<file path="src/sv/lsg_pkg.sv">
// ============================================================================
// lsg_pkg - shared definitions for the life strip generation block
// Widths, codes and the record types passed between front end, queue and back end.
// ============================================================================
package lsg_pkg;

    localparam int MAX_WIDTH  = 64;
    localparam int ROW_BITS   = 64;
    localparam int COL_BITS   = $clog2(ROW_BITS);
    localparam int WIDTH_BITS = 7;

    localparam logic [WIDTH_BITS-1:0] WIDTH_RESET = WIDTH_BITS'(64);

    // Register indexes on the configuration port (one word every four bytes).
    localparam logic REG_ROW_WIDTH = 1'b0;

    // Number of rows of a strip that must be held before a result appears.
    localparam logic [1:0] SEEN_FULL = 2'd2;

    // Neighbour counts of the B3/S23 rule.
    localparam logic [3:0] BIRTH_COUNT   = 4'd3;
    localparam logic [3:0] SURVIVE_COUNT = 4'd2;

    localparam int QDEPTH    = 2;
    localparam int QPTR_BITS = $clog2(QDEPTH);
    localparam int QCNT_BITS = $clog2(QDEPTH + 1);

    typedef logic [ROW_BITS-1:0] row_t;
    typedef logic [COL_BITS-1:0] col_t;

    // Three-row window handed from the front end to the back end.
    typedef struct packed {
        row_t above;
        row_t middle;
        row_t below;
        logic last;
    } window_t;

    typedef struct packed {
        logic       push;
        logic [1:0] seen;
    } front_status_t;

    typedef struct packed {
        logic [QCNT_BITS-1:0] level;
        logic                 full;
        logic                 empty;
    } queue_status_t;

endpackage

</file>
<file path="src/sv/lsg_front.sv">
// ============================================================================
// lsg_front - row intake and window builder
// Holds the two previous rows of the strip and emits a window per result row.
// ============================================================================
module lsg_front (
    input  logic                   clk,
    input  logic                   rst_n,
    input  logic                   in_valid,
    output logic                   in_ready,
    input  lsg_pkg::row_t          in_row,
    input  logic                   in_last,
    input  logic                   q_full,
    output lsg_pkg::window_t       win,
    output lsg_pkg::front_status_t status
);

    lsg_pkg::row_t above_reg;
    lsg_pkg::row_t above_next;
    lsg_pkg::row_t middle_reg;
    lsg_pkg::row_t middle_next;
    logic [1:0]    seen_reg;
    logic [1:0]    seen_next;
    logic          accept;

    assign in_ready = !q_full;
    assign accept   = in_valid && in_ready;

    always_comb
    begin
        above_next  = above_reg;
        middle_next = middle_reg;
        seen_next   = seen_reg;
        if (accept)
        begin
            above_next  = middle_reg;
            middle_next = in_row;
            if (seen_reg < lsg_pkg::SEEN_FULL)
            begin
                seen_next = seen_reg + 2'd1;
            end
            // The bottom halo closes the strip; the next row is a new top halo.
            if (in_last)
            begin
                above_next  = '0;
                middle_next = '0;
                seen_next   = '0;
            end
        end
    end

    always_ff @(posedge clk or negedge rst_n)
    begin
        if (!rst_n)
        begin
            above_reg  <= '0;
            middle_reg <= '0;
            seen_reg   <= '0;
        end
        else
        begin
            above_reg  <= above_next;
            middle_reg <= middle_next;
            seen_reg   <= seen_next;
        end
    end

    assign win.above  = above_reg;
    assign win.middle = middle_reg;
    assign win.below  = in_row;
    assign win.last   = in_last;

    assign status.push = accept && (seen_reg == lsg_pkg::SEEN_FULL);
    assign status.seen = seen_reg;

endmodule

</file>
<file path="src/sv/lsg_queue.sv">
// ============================================================================
// lsg_queue - window queue between front end and back end
// A two-entry first-in first-out buffer of three-row windows.
// ============================================================================
module lsg_queue (
    input  logic                   clk,
    input  logic                   rst_n,
    input  logic                   push,
    input  lsg_pkg::window_t       push_data,
    input  logic                   pop,
    output lsg_pkg::window_t       pop_data,
    output lsg_pkg::queue_status_t status
);

    lsg_pkg::window_t                 entry_reg [lsg_pkg::QDEPTH];
    logic [lsg_pkg::QPTR_BITS-1:0]    wr_ptr_reg;
    logic [lsg_pkg::QPTR_BITS-1:0]    wr_ptr_next;
    logic [lsg_pkg::QPTR_BITS-1:0]    rd_ptr_reg;
    logic [lsg_pkg::QPTR_BITS-1:0]    rd_ptr_next;
    logic [lsg_pkg::QCNT_BITS-1:0]    level_reg;
    logic [lsg_pkg::QCNT_BITS-1:0]    level_next;
    logic                             do_push;
    logic                             do_pop;

    assign status.level = level_reg;
    assign status.full  = (level_reg == lsg_pkg::QCNT_BITS'(lsg_pkg::QDEPTH));
    assign status.empty = (level_reg == '0);

    assign do_push = push && !status.full;
    assign do_pop  = pop && !status.empty;

    function automatic logic [lsg_pkg::QPTR_BITS-1:0] ptr_inc(
        input logic [lsg_pkg::QPTR_BITS-1:0] p
    );
        if (p == lsg_pkg::QPTR_BITS'(lsg_pkg::QDEPTH - 1))
        begin
            return '0;
        end
        return p + lsg_pkg::QPTR_BITS'(1);
    endfunction

    always_comb
    begin
        wr_ptr_next = do_push ? ptr_inc(wr_ptr_reg) : wr_ptr_reg;
        rd_ptr_next = do_pop ? ptr_inc(rd_ptr_reg) : rd_ptr_reg;
        level_next  = level_reg;
        if (do_push && !do_pop)
        begin
            level_next = level_reg + lsg_pkg::QCNT_BITS'(1);
        end
        else if (do_pop && !do_push)
        begin
            level_next = level_reg - lsg_pkg::QCNT_BITS'(1);
        end
    end

    always_ff @(posedge clk or negedge rst_n)
    begin
        if (!rst_n)
        begin
            wr_ptr_reg <= '0;
            rd_ptr_reg <= '0;
            level_reg  <= '0;
        end
        else
        begin
            wr_ptr_reg <= wr_ptr_next;
            rd_ptr_reg <= rd_ptr_next;
            level_reg  <= level_next;
        end
    end

    always_ff @(posedge clk)
    begin
        if (do_push)
        begin
            entry_reg[wr_ptr_reg] <= push_data;
        end
    end

    assign pop_data = entry_reg[rd_ptr_reg];

endmodule

</file>
<file path="src/sv/lsg_back.sv">
// ============================================================================
// lsg_back - generation update and result register
// Applies the B3/S23 rule to all columns of a window and holds the result.
// ============================================================================
module lsg_back (
    input  logic                           clk,
    input  logic                           rst_n,
    input  logic [lsg_pkg::WIDTH_BITS-1:0] row_width,
    input  logic                           q_valid,
    input  lsg_pkg::window_t               q_data,
    output logic                           q_pop,
    output logic                           out_valid,
    input  logic                           out_ready,
    output lsg_pkg::row_t                  out_cells,
    output logic                           out_end
);

    logic [lsg_pkg::WIDTH_BITS-1:0] eff_width;
    logic [lsg_pkg::WIDTH_BITS-1:0] width_m1;
    lsg_pkg::col_t                  last_col;
    lsg_pkg::row_t                  up_l;
    lsg_pkg::row_t                  up_r;
    lsg_pkg::row_t                  mid_l;
    lsg_pkg::row_t                  mid_r;
    lsg_pkg::row_t                  dn_l;
    lsg_pkg::row_t                  dn_r;
    logic [3:0]                     count [lsg_pkg::ROW_BITS];
    lsg_pkg::row_t                  gen;
    logic                           valid_reg;
    logic                           valid_next;
    lsg_pkg::row_t                  cells_reg;
    logic                           end_reg;

    // Value of the left neighbour of every column, wrapping at last_col.
    function automatic lsg_pkg::row_t from_left(input lsg_pkg::row_t r, input lsg_pkg::col_t lc);
        lsg_pkg::row_t res;
        res    = r << 1;
        res[0] = r[lc];
        return res;
    endfunction

    // Value of the right neighbour of every column, wrapping at last_col.
    function automatic lsg_pkg::row_t from_right(input lsg_pkg::row_t r, input lsg_pkg::col_t lc);
        lsg_pkg::row_t res;
        res = r >> 1;
        for (int j = 0; j < lsg_pkg::ROW_BITS; j++)
        begin
            if (lsg_pkg::COL_BITS'(j) == lc)
            begin
                res[j] = r[0];
            end
        end
        return res;
    endfunction

    always_comb
    begin
        if (row_width == '0)
        begin
            eff_width = lsg_pkg::WIDTH_BITS'(1);
        end
        else if (row_width > lsg_pkg::WIDTH_BITS'(lsg_pkg::MAX_WIDTH))
        begin
            eff_width = lsg_pkg::WIDTH_BITS'(lsg_pkg::MAX_WIDTH);
        end
        else
        begin
            eff_width = row_width;
        end
        width_m1 = eff_width - lsg_pkg::WIDTH_BITS'(1);
        last_col = width_m1[lsg_pkg::COL_BITS-1:0];
    end

    assign up_l  = from_left(q_data.above, last_col);
    assign up_r  = from_right(q_data.above, last_col);
    assign mid_l = from_left(q_data.middle, last_col);
    assign mid_r = from_right(q_data.middle, last_col);
    assign dn_l  = from_left(q_data.below, last_col);
    assign dn_r  = from_right(q_data.below, last_col);

    always_comb
    begin
        for (int j = 0; j < lsg_pkg::ROW_BITS; j++)
        begin
            count[j] = 4'(up_l[j]) + 4'(q_data.above[j]) + 4'(up_r[j])
                     + 4'(mid_l[j]) + 4'(mid_r[j])
                     + 4'(dn_l[j]) + 4'(q_data.below[j]) + 4'(dn_r[j]);
            gen[j] = 1'b0;
            if (lsg_pkg::COL_BITS'(j) <= last_col)
            begin
                gen[j] = (count[j] == lsg_pkg::BIRTH_COUNT)
                      || (q_data.middle[j] && (count[j] == lsg_pkg::SURVIVE_COUNT));
            end
        end
    end

    assign q_pop = q_valid && (!valid_reg || out_ready);

    always_comb
    begin
        valid_next = valid_reg;
        if (q_pop)
        begin
            valid_next = 1'b1;
        end
        else if (out_ready)
        begin
            valid_next = 1'b0;
        end
    end

    always_ff @(posedge clk or negedge rst_n)
    begin
        if (!rst_n)
        begin
            valid_reg <= 1'b0;
        end
        else
        begin
            valid_reg <= valid_next;
        end
    end

    always_ff @(posedge clk)
    begin
        if (q_pop)
        begin
            cells_reg <= gen;
            end_reg   <= q_data.last;
        end
    end

    assign out_valid = valid_reg;
    assign out_cells = cells_reg;
    assign out_end   = end_reg;

endmodule

</file>
<file path="src/sv/life_strip_generation.sv">
// ============================================================================
// life_strip_generation - one Conway life generation over a strip of rows
// Streams rows in, streams next-generation rows out, columns wrap at row_width.
// ============================================================================
// A strip arrives on the slave stream as whole rows, one row per transaction:
// the top halo row, the local rows, and the bottom halo row, which carries
// tlast. From the third row on, every row produces one master transaction with
// the next generation of the row before it, and the result for the last local
// row carries tlast. A strip of fewer than three rows gives no result. The
// block takes one row per clock cycle and sustains that rate: a row is
// accepted whenever the two-entry window queue between the intake and the
// update logic has room. Its window is written into the queue, and all
// columns are updated while it is at the queue head, so the result is
// loaded into the output register when the window is popped, which waits
// while the output register holds a result the master side has not taken.
// The row width register is read when a result is computed, so it should only
// be rewritten while no strip is in flight; a width of zero behaves as one and
// anything above 64 behaves as 64. There is no clearing pass after reset.
// ============================================================================
module life_strip_generation (
    input  logic        clk,
    input  logic        rst_n,
    // slave stream: tdata = row_cells[63:0]; tlast = last_row
    input  logic        s_tvalid,
    output logic        s_tready,
    input  logic [63:0] s_tdata,
    input  logic        s_tlast,
    // master stream: tdata = next_cells[63:0]; tlast = strip_end
    output logic        m_tvalid,
    input  logic        m_tready,
    output logic [63:0] m_tdata,
    output logic        m_tlast,
    // configuration port
    input  logic        psel,
    input  logic        penable,
    input  logic        pwrite,
    input  logic [2:0]  paddr,
    input  logic [31:0] pwdata,
    output logic [31:0] prdata,
    output logic        pready
);

    logic [lsg_pkg::WIDTH_BITS-1:0] width_reg;
    logic [lsg_pkg::WIDTH_BITS-1:0] width_next;
    logic                           cfg_write;

    lsg_pkg::window_t               front_win;
    lsg_pkg::window_t               queue_head;
    lsg_pkg::front_status_t         front_stat;
    lsg_pkg::queue_status_t         queue_stat;
    logic                           queue_pop;

    // ------------------------------------------------------------------
    // Configuration: a single register at byte address zero. The port
    // never inserts wait states; writes elsewhere are ignored and read
    // back as zero.
    // ------------------------------------------------------------------
    assign pready    = 1'b1;
    assign cfg_write = psel && penable && pwrite && pready && (paddr[2] == lsg_pkg::REG_ROW_WIDTH);

    always_comb
    begin
        width_next = width_reg;
        if (cfg_write)
        begin
            width_next = pwdata[lsg_pkg::WIDTH_BITS-1:0];
        end
    end

    always_ff @(posedge clk or negedge rst_n)
    begin
        if (!rst_n)
        begin
            width_reg <= lsg_pkg::WIDTH_RESET;
        end
        else
        begin
            width_reg <= width_next;
        end
    end

    always_comb
    begin
        prdata = '0;
        if (paddr[2] == lsg_pkg::REG_ROW_WIDTH)
        begin
            prdata = {{(32 - lsg_pkg::WIDTH_BITS){1'b0}}, width_reg};
        end
    end

    // ------------------------------------------------------------------
    // Front end: keeps the two rows above the incoming one and issues a
    // three-row window for every row that completes one.
    // ------------------------------------------------------------------
    lsg_front u_front (
        .clk      (clk),
        .rst_n    (rst_n),
        .in_valid (s_tvalid),
        .in_ready (s_tready),
        .in_row   (s_tdata),
        .in_last  (s_tlast),
        .q_full   (queue_stat.full),
        .win      (front_win),
        .status   (front_stat)
    );

    // ------------------------------------------------------------------
    // Window queue: lets the intake run on while a result is stalled.
    // ------------------------------------------------------------------
    lsg_queue u_queue (
        .clk       (clk),
        .rst_n     (rst_n),
        .push      (front_stat.push),
        .push_data (front_win),
        .pop       (queue_pop),
        .pop_data  (queue_head),
        .status    (queue_stat)
    );

    // ------------------------------------------------------------------
    // Back end: all columns are updated in parallel and the new row is
    // held in the output register until the master side takes it.
    // ------------------------------------------------------------------
    lsg_back u_back (
        .clk       (clk),
        .rst_n     (rst_n),
        .row_width (width_reg),
        .q_valid   (!queue_stat.empty),
        .q_data    (queue_head),
        .q_pop     (queue_pop),
        .out_valid (m_tvalid),
        .out_ready (m_tready),
        .out_cells (m_tdata),
        .out_end   (m_tlast)
    );

    // ------------------------------------------------------------------
    // Checks
    // ------------------------------------------------------------------
    // The row counter saturates at two and never reaches three.
    assert property (@(posedge clk) disable iff (!rst_n)
        front_stat.seen != 2'd3)
        else $error("row counter left its range");

    // A row carrying tlast always restarts the strip.
    assert property (@(posedge clk) disable iff (!rst_n)
        (s_tvalid && s_tready && s_tlast) |=> (front_stat.seen == 2'd0))
        else $error("strip did not restart after its bottom halo row");

    // A window is only queued when the queue has room, so the fill level
    // never exceeds the depth.
    assert property (@(posedge clk) disable iff (!rst_n)
        queue_stat.level <= lsg_pkg::QCNT_BITS'(lsg_pkg::QDEPTH))
        else $error("window queue overflow");

    // Every accepted row that completes a window lands in the queue.
    assert property (@(posedge clk) disable iff (!rst_n)
        (front_stat.push && !queue_pop)
            |=> (queue_stat.level == $past(queue_stat.level) + lsg_pkg::QCNT_BITS'(1)))
        else $error("window lost on its way into the queue");

endmodule
</file>
<file path="config.mk">
export PLATFORM = sky130hd
export DESIGN_NAME = life_strip_generation
export DESIGN_NICKNAME = d
export VERILOG_FILES = /design/src/sv/lsg_pkg.sv /design/src/sv/lsg_front.sv /design/src/sv/lsg_queue.sv /design/src/sv/lsg_back.sv /design/src/sv/life_strip_generation.sv
export SDC_FILE = /design/constraint.sdc
export NUM_CORES = 2
export LEC_CHECK = 0
export ABC_AREA = 1
export BUFFER_PORTS_ARGS = -buffer_cell sky130_fd_sc_hd__buf_2
export CAP_MARGIN = 10
export CORE_MARGIN = 5
export CORE_UTILIZATION = 60
export DETAILED_ROUTE_END_ITERATION = 8
export GPL_TIMING_DRIVEN = 0
export HOLD_SLACK_MARGIN = 0.03
export PLACE_DENSITY_LB_ADDON = 0.05
export SLEW_MARGIN = 20
export SYNTH_ARGS = -nofsm -noshare
export SYNTH_HDL_FRONTEND = slang
export SYNTH_SLANG_ARGS = --single-unit
</file>
<file path="constraint.sdc">
create_clock -name clk -period 17.5 [get_ports clk]
set_input_delay 0.875 -clock clk [delete_from_list [all_inputs] [get_ports clk]]
set_output_delay 0.875 -clock clk [all_outputs]
set_load 0.005 [all_outputs]
</file>
==> impl_metrics.yaml <==
run_status:
  status: "finished, final reports clean"
synthesis:
  synth_area_mm2: 0.03791
  synth.yosys.seq_area_share_pct: 45.10
  ys_async_sr_fraction_pct: 23.95
  yosysTopAreaCellShare_pct: 35.72
  ys_seq_elements: 593
  syn_area_per_cell_um2: 9.378
  ys_types: 47
  synth_warnings: 0
  synth_flop_cell: "edfxtp_1"
  synth_edf_count: 451
  ys_top_cells_by_area: "edfxtp_1 36%, fa_1 14%, nand2_1 12%"
  yosys.area.top_type: "edfxtp_1"
  netlist_instances: 4043
setup_path:
  required_ns: 17.88
  endpoint_kind: "register"
  cp-start-kind: "register"
  crit_arrival_ns: 8.97
  critical_path_class: "register to register"
  cp_common_cell: "nand2_1"
  slowest_stage: "nor2_1"
  cpPeakStageDelay_ns: 0.75
  crit_fanout: 10
timing:
  fmax_mhz: 116.5
  worstMarginPinSlew_ns: 1.240
  maxSlewHeadroom_pct: 17.35
  setup-violations-final: 0
  tns_ns: 0
  post-route-period-util_pct: 49.06
  grt_setup_unrepaired: "no"
  hold_violations: 0
  slew_viol_final: 0
  fin_crit_ns: 8.585
  finalClockSkew_ns: 0.02387
final_layout:
  final_nets: 4863
  area_growth_pct: 11.74
  drive_gt1_share_pct: 9.417
  fillers: 5130
  largest_reg_flops: 386
detailed_routing:
  drtIter0Drc: 4018
  wl_per_cell_um: 24.98
  wirelength_mm: 129.9
  dr.pass1.iters: 6
  vias: 30480
  remaining_drc_errors: 0
  route.antenna.remaining_nets: 0
  viasPerCell: 5.860
global_routing:
  antenna_found_initial: 2
  grt_max_degree: 86
  grt_pass1_vias: 28540
  grt_usage_pct: 37.92
  overflow: 0
  grt_pass1_wl_mm: 187.4
clock_tree:
  cts_max_level: 2
  cts_setup_buffers: 0
  clk_pin_slew_ns: 0.06
  cts_buffer_depth: 3
  cts_tree: "built"
  numCtsBuffers: 59
  cts_hold_buf: 0
  worstSkewPairLatency_ns: 0.65
  root_buffer: "clkbuf_16"
  cts.sinks: 593
  post_cts_resized: 0
min_path:
  hp-class: "input port to async pin"
floorplan:
  start_util_pct: 60.32
  die-area_mm2: 0.06832
  die_w_um: 261.4
  die_h_um: 261.4
  coreArea_mm2: 0.06285
  rows: 92
  io_pins: 207
flow_run:
  max_cap_violations: 0
place:
  place_hpwl_mm: 101.8
  gp_congestion: 1.033
  port_buffers: 152
[worst paths after layout]
| check | endpoint | cells after the start | slack [ns] | startpoint |
|---|---|---|---|---|
| worst max-delay path | u_back.out_cells[0] | 33 | 8.92 | width_reg[6] |
| worst min-delay path | u_front.middle_reg[48] | 1 | 0.15 | rst_n |
| worst max register to register | u_back.out_cells[0] | 33 | 8.92 | width_reg[6] |
| worst min register to register | u_queue.entry_reg[1][151] | 0 | 0.46 | u_front.above_reg[22] |
| max in group asynchronous | u_front.middle_reg[19] | 2 | 16.47 | rst_n |
| min in group clk | u_queue.entry_reg[1][11] | 1 | 0.43 | s_tdata[10] |
[layout make-up]
class                   count  area (um2)  area share, %
plain buffers             173       778.2          1.837
flip-flops and latches    593       17100          40.36
repair buffers            175        1281          3.024
well taps                 846        1059          2.499
multi-input cells        2741       18060          42.62
diodes                      1       2.502       0.005907
inverters                 560        2102          4.962
clock buffers              82        1685          3.978
clock inverters            30       302.8         0.7147
[kinds of logic (layout without fill, tap and decap cells)]
group,after synthesis,in the layout,synth area share (%)
AO/OA/AOI/OAI,600,600,9.191
XOR/XNOR,21,21,0.5247
adder cells (fa/ha/maj),453,453,20.02
buffers and inverters,733,1020,7.590
flip-flops,593,593,45.10
multiplexers,1,1,0.02640
other,2,27,0.01981
AND/OR/NAND/NOR,1640,1640,17.53
[cell usage after synthesis, types with 7 or more instances]
cell      instances
nand2_1        1165
inv_1           551
edfxtp_1        451
o21ai_0         308
fa_1            256
ha_1            197
nor2_1          190
nand3_1         174
dfrtp_1         141
a21oi_1         120
clkbuf_1        118
or2_2            70
o21a_1           60
buf_4            26
a211oi_1         25
o211ai_1         24
buf_2            23
o31ai_1          22
nor3_1           14
xor2_1           10
xnor2_1           9
nor3b_1           8
inv_2             7
nand4_1           7
[metal layers]
metal,global-route usage (%),wire [um],up-vias
met5,0,13,-
met2,55.27,55110,1903
met4,14.76,6268,2
li1,-,-,13620
met1,54.73,50720,14630
met3,10.59,17830,325
[metrics by stage]
stage	hold slack (ns)	std cells	util [%]	worst slack [ns]	cell area [um2]
3_5_place_dp	0.4535	5088	64.24	9.330	40380
4_1_cts	0.1703	5200	67.40	9.267	42360
2_1_floorplan	0.4421	4067	-	7.453	38000
6_report	0.1536	5201	67.41	8.915	42370
3_3_place_gp	0.4455	5065	63.36	1.993	39820
5_1_grt	0.1925	5200	67.40	8.654	42360
[critical path, delay by kind of cell, from the launching register on]
family | cells | cell delay (ns)
flip-flops | 1 | 0.59
buffers and inverters | 10 | 2.18
AND/OR/NAND/NOR | 14 | 2.74
AO/OA/AOI/OAI | 3 | 0.64
adder cells (fa/ha/maj) | 6 | 2.15
[cells in the final DEF, fill, tap and decap left out, types with 141 or more instances in the layout]
| master | n |
|---|---|
| nand3_1 | 174 |
| edfxtp_1 | 451 |
| fa_1 | 256 |
| nor2_1 | 187 |
| nand2_1 | 1165 |
| o21ai_0 | 302 |
| inv_1 | 551 |
| buf_2 | 175 |
| ha_1 | 197 |
| dfrtp_1 | 141 |
Power is left out: the tool's default activity adds up to more than one toggle a clock period on the data nets, which glitch-free logic cannot reach.
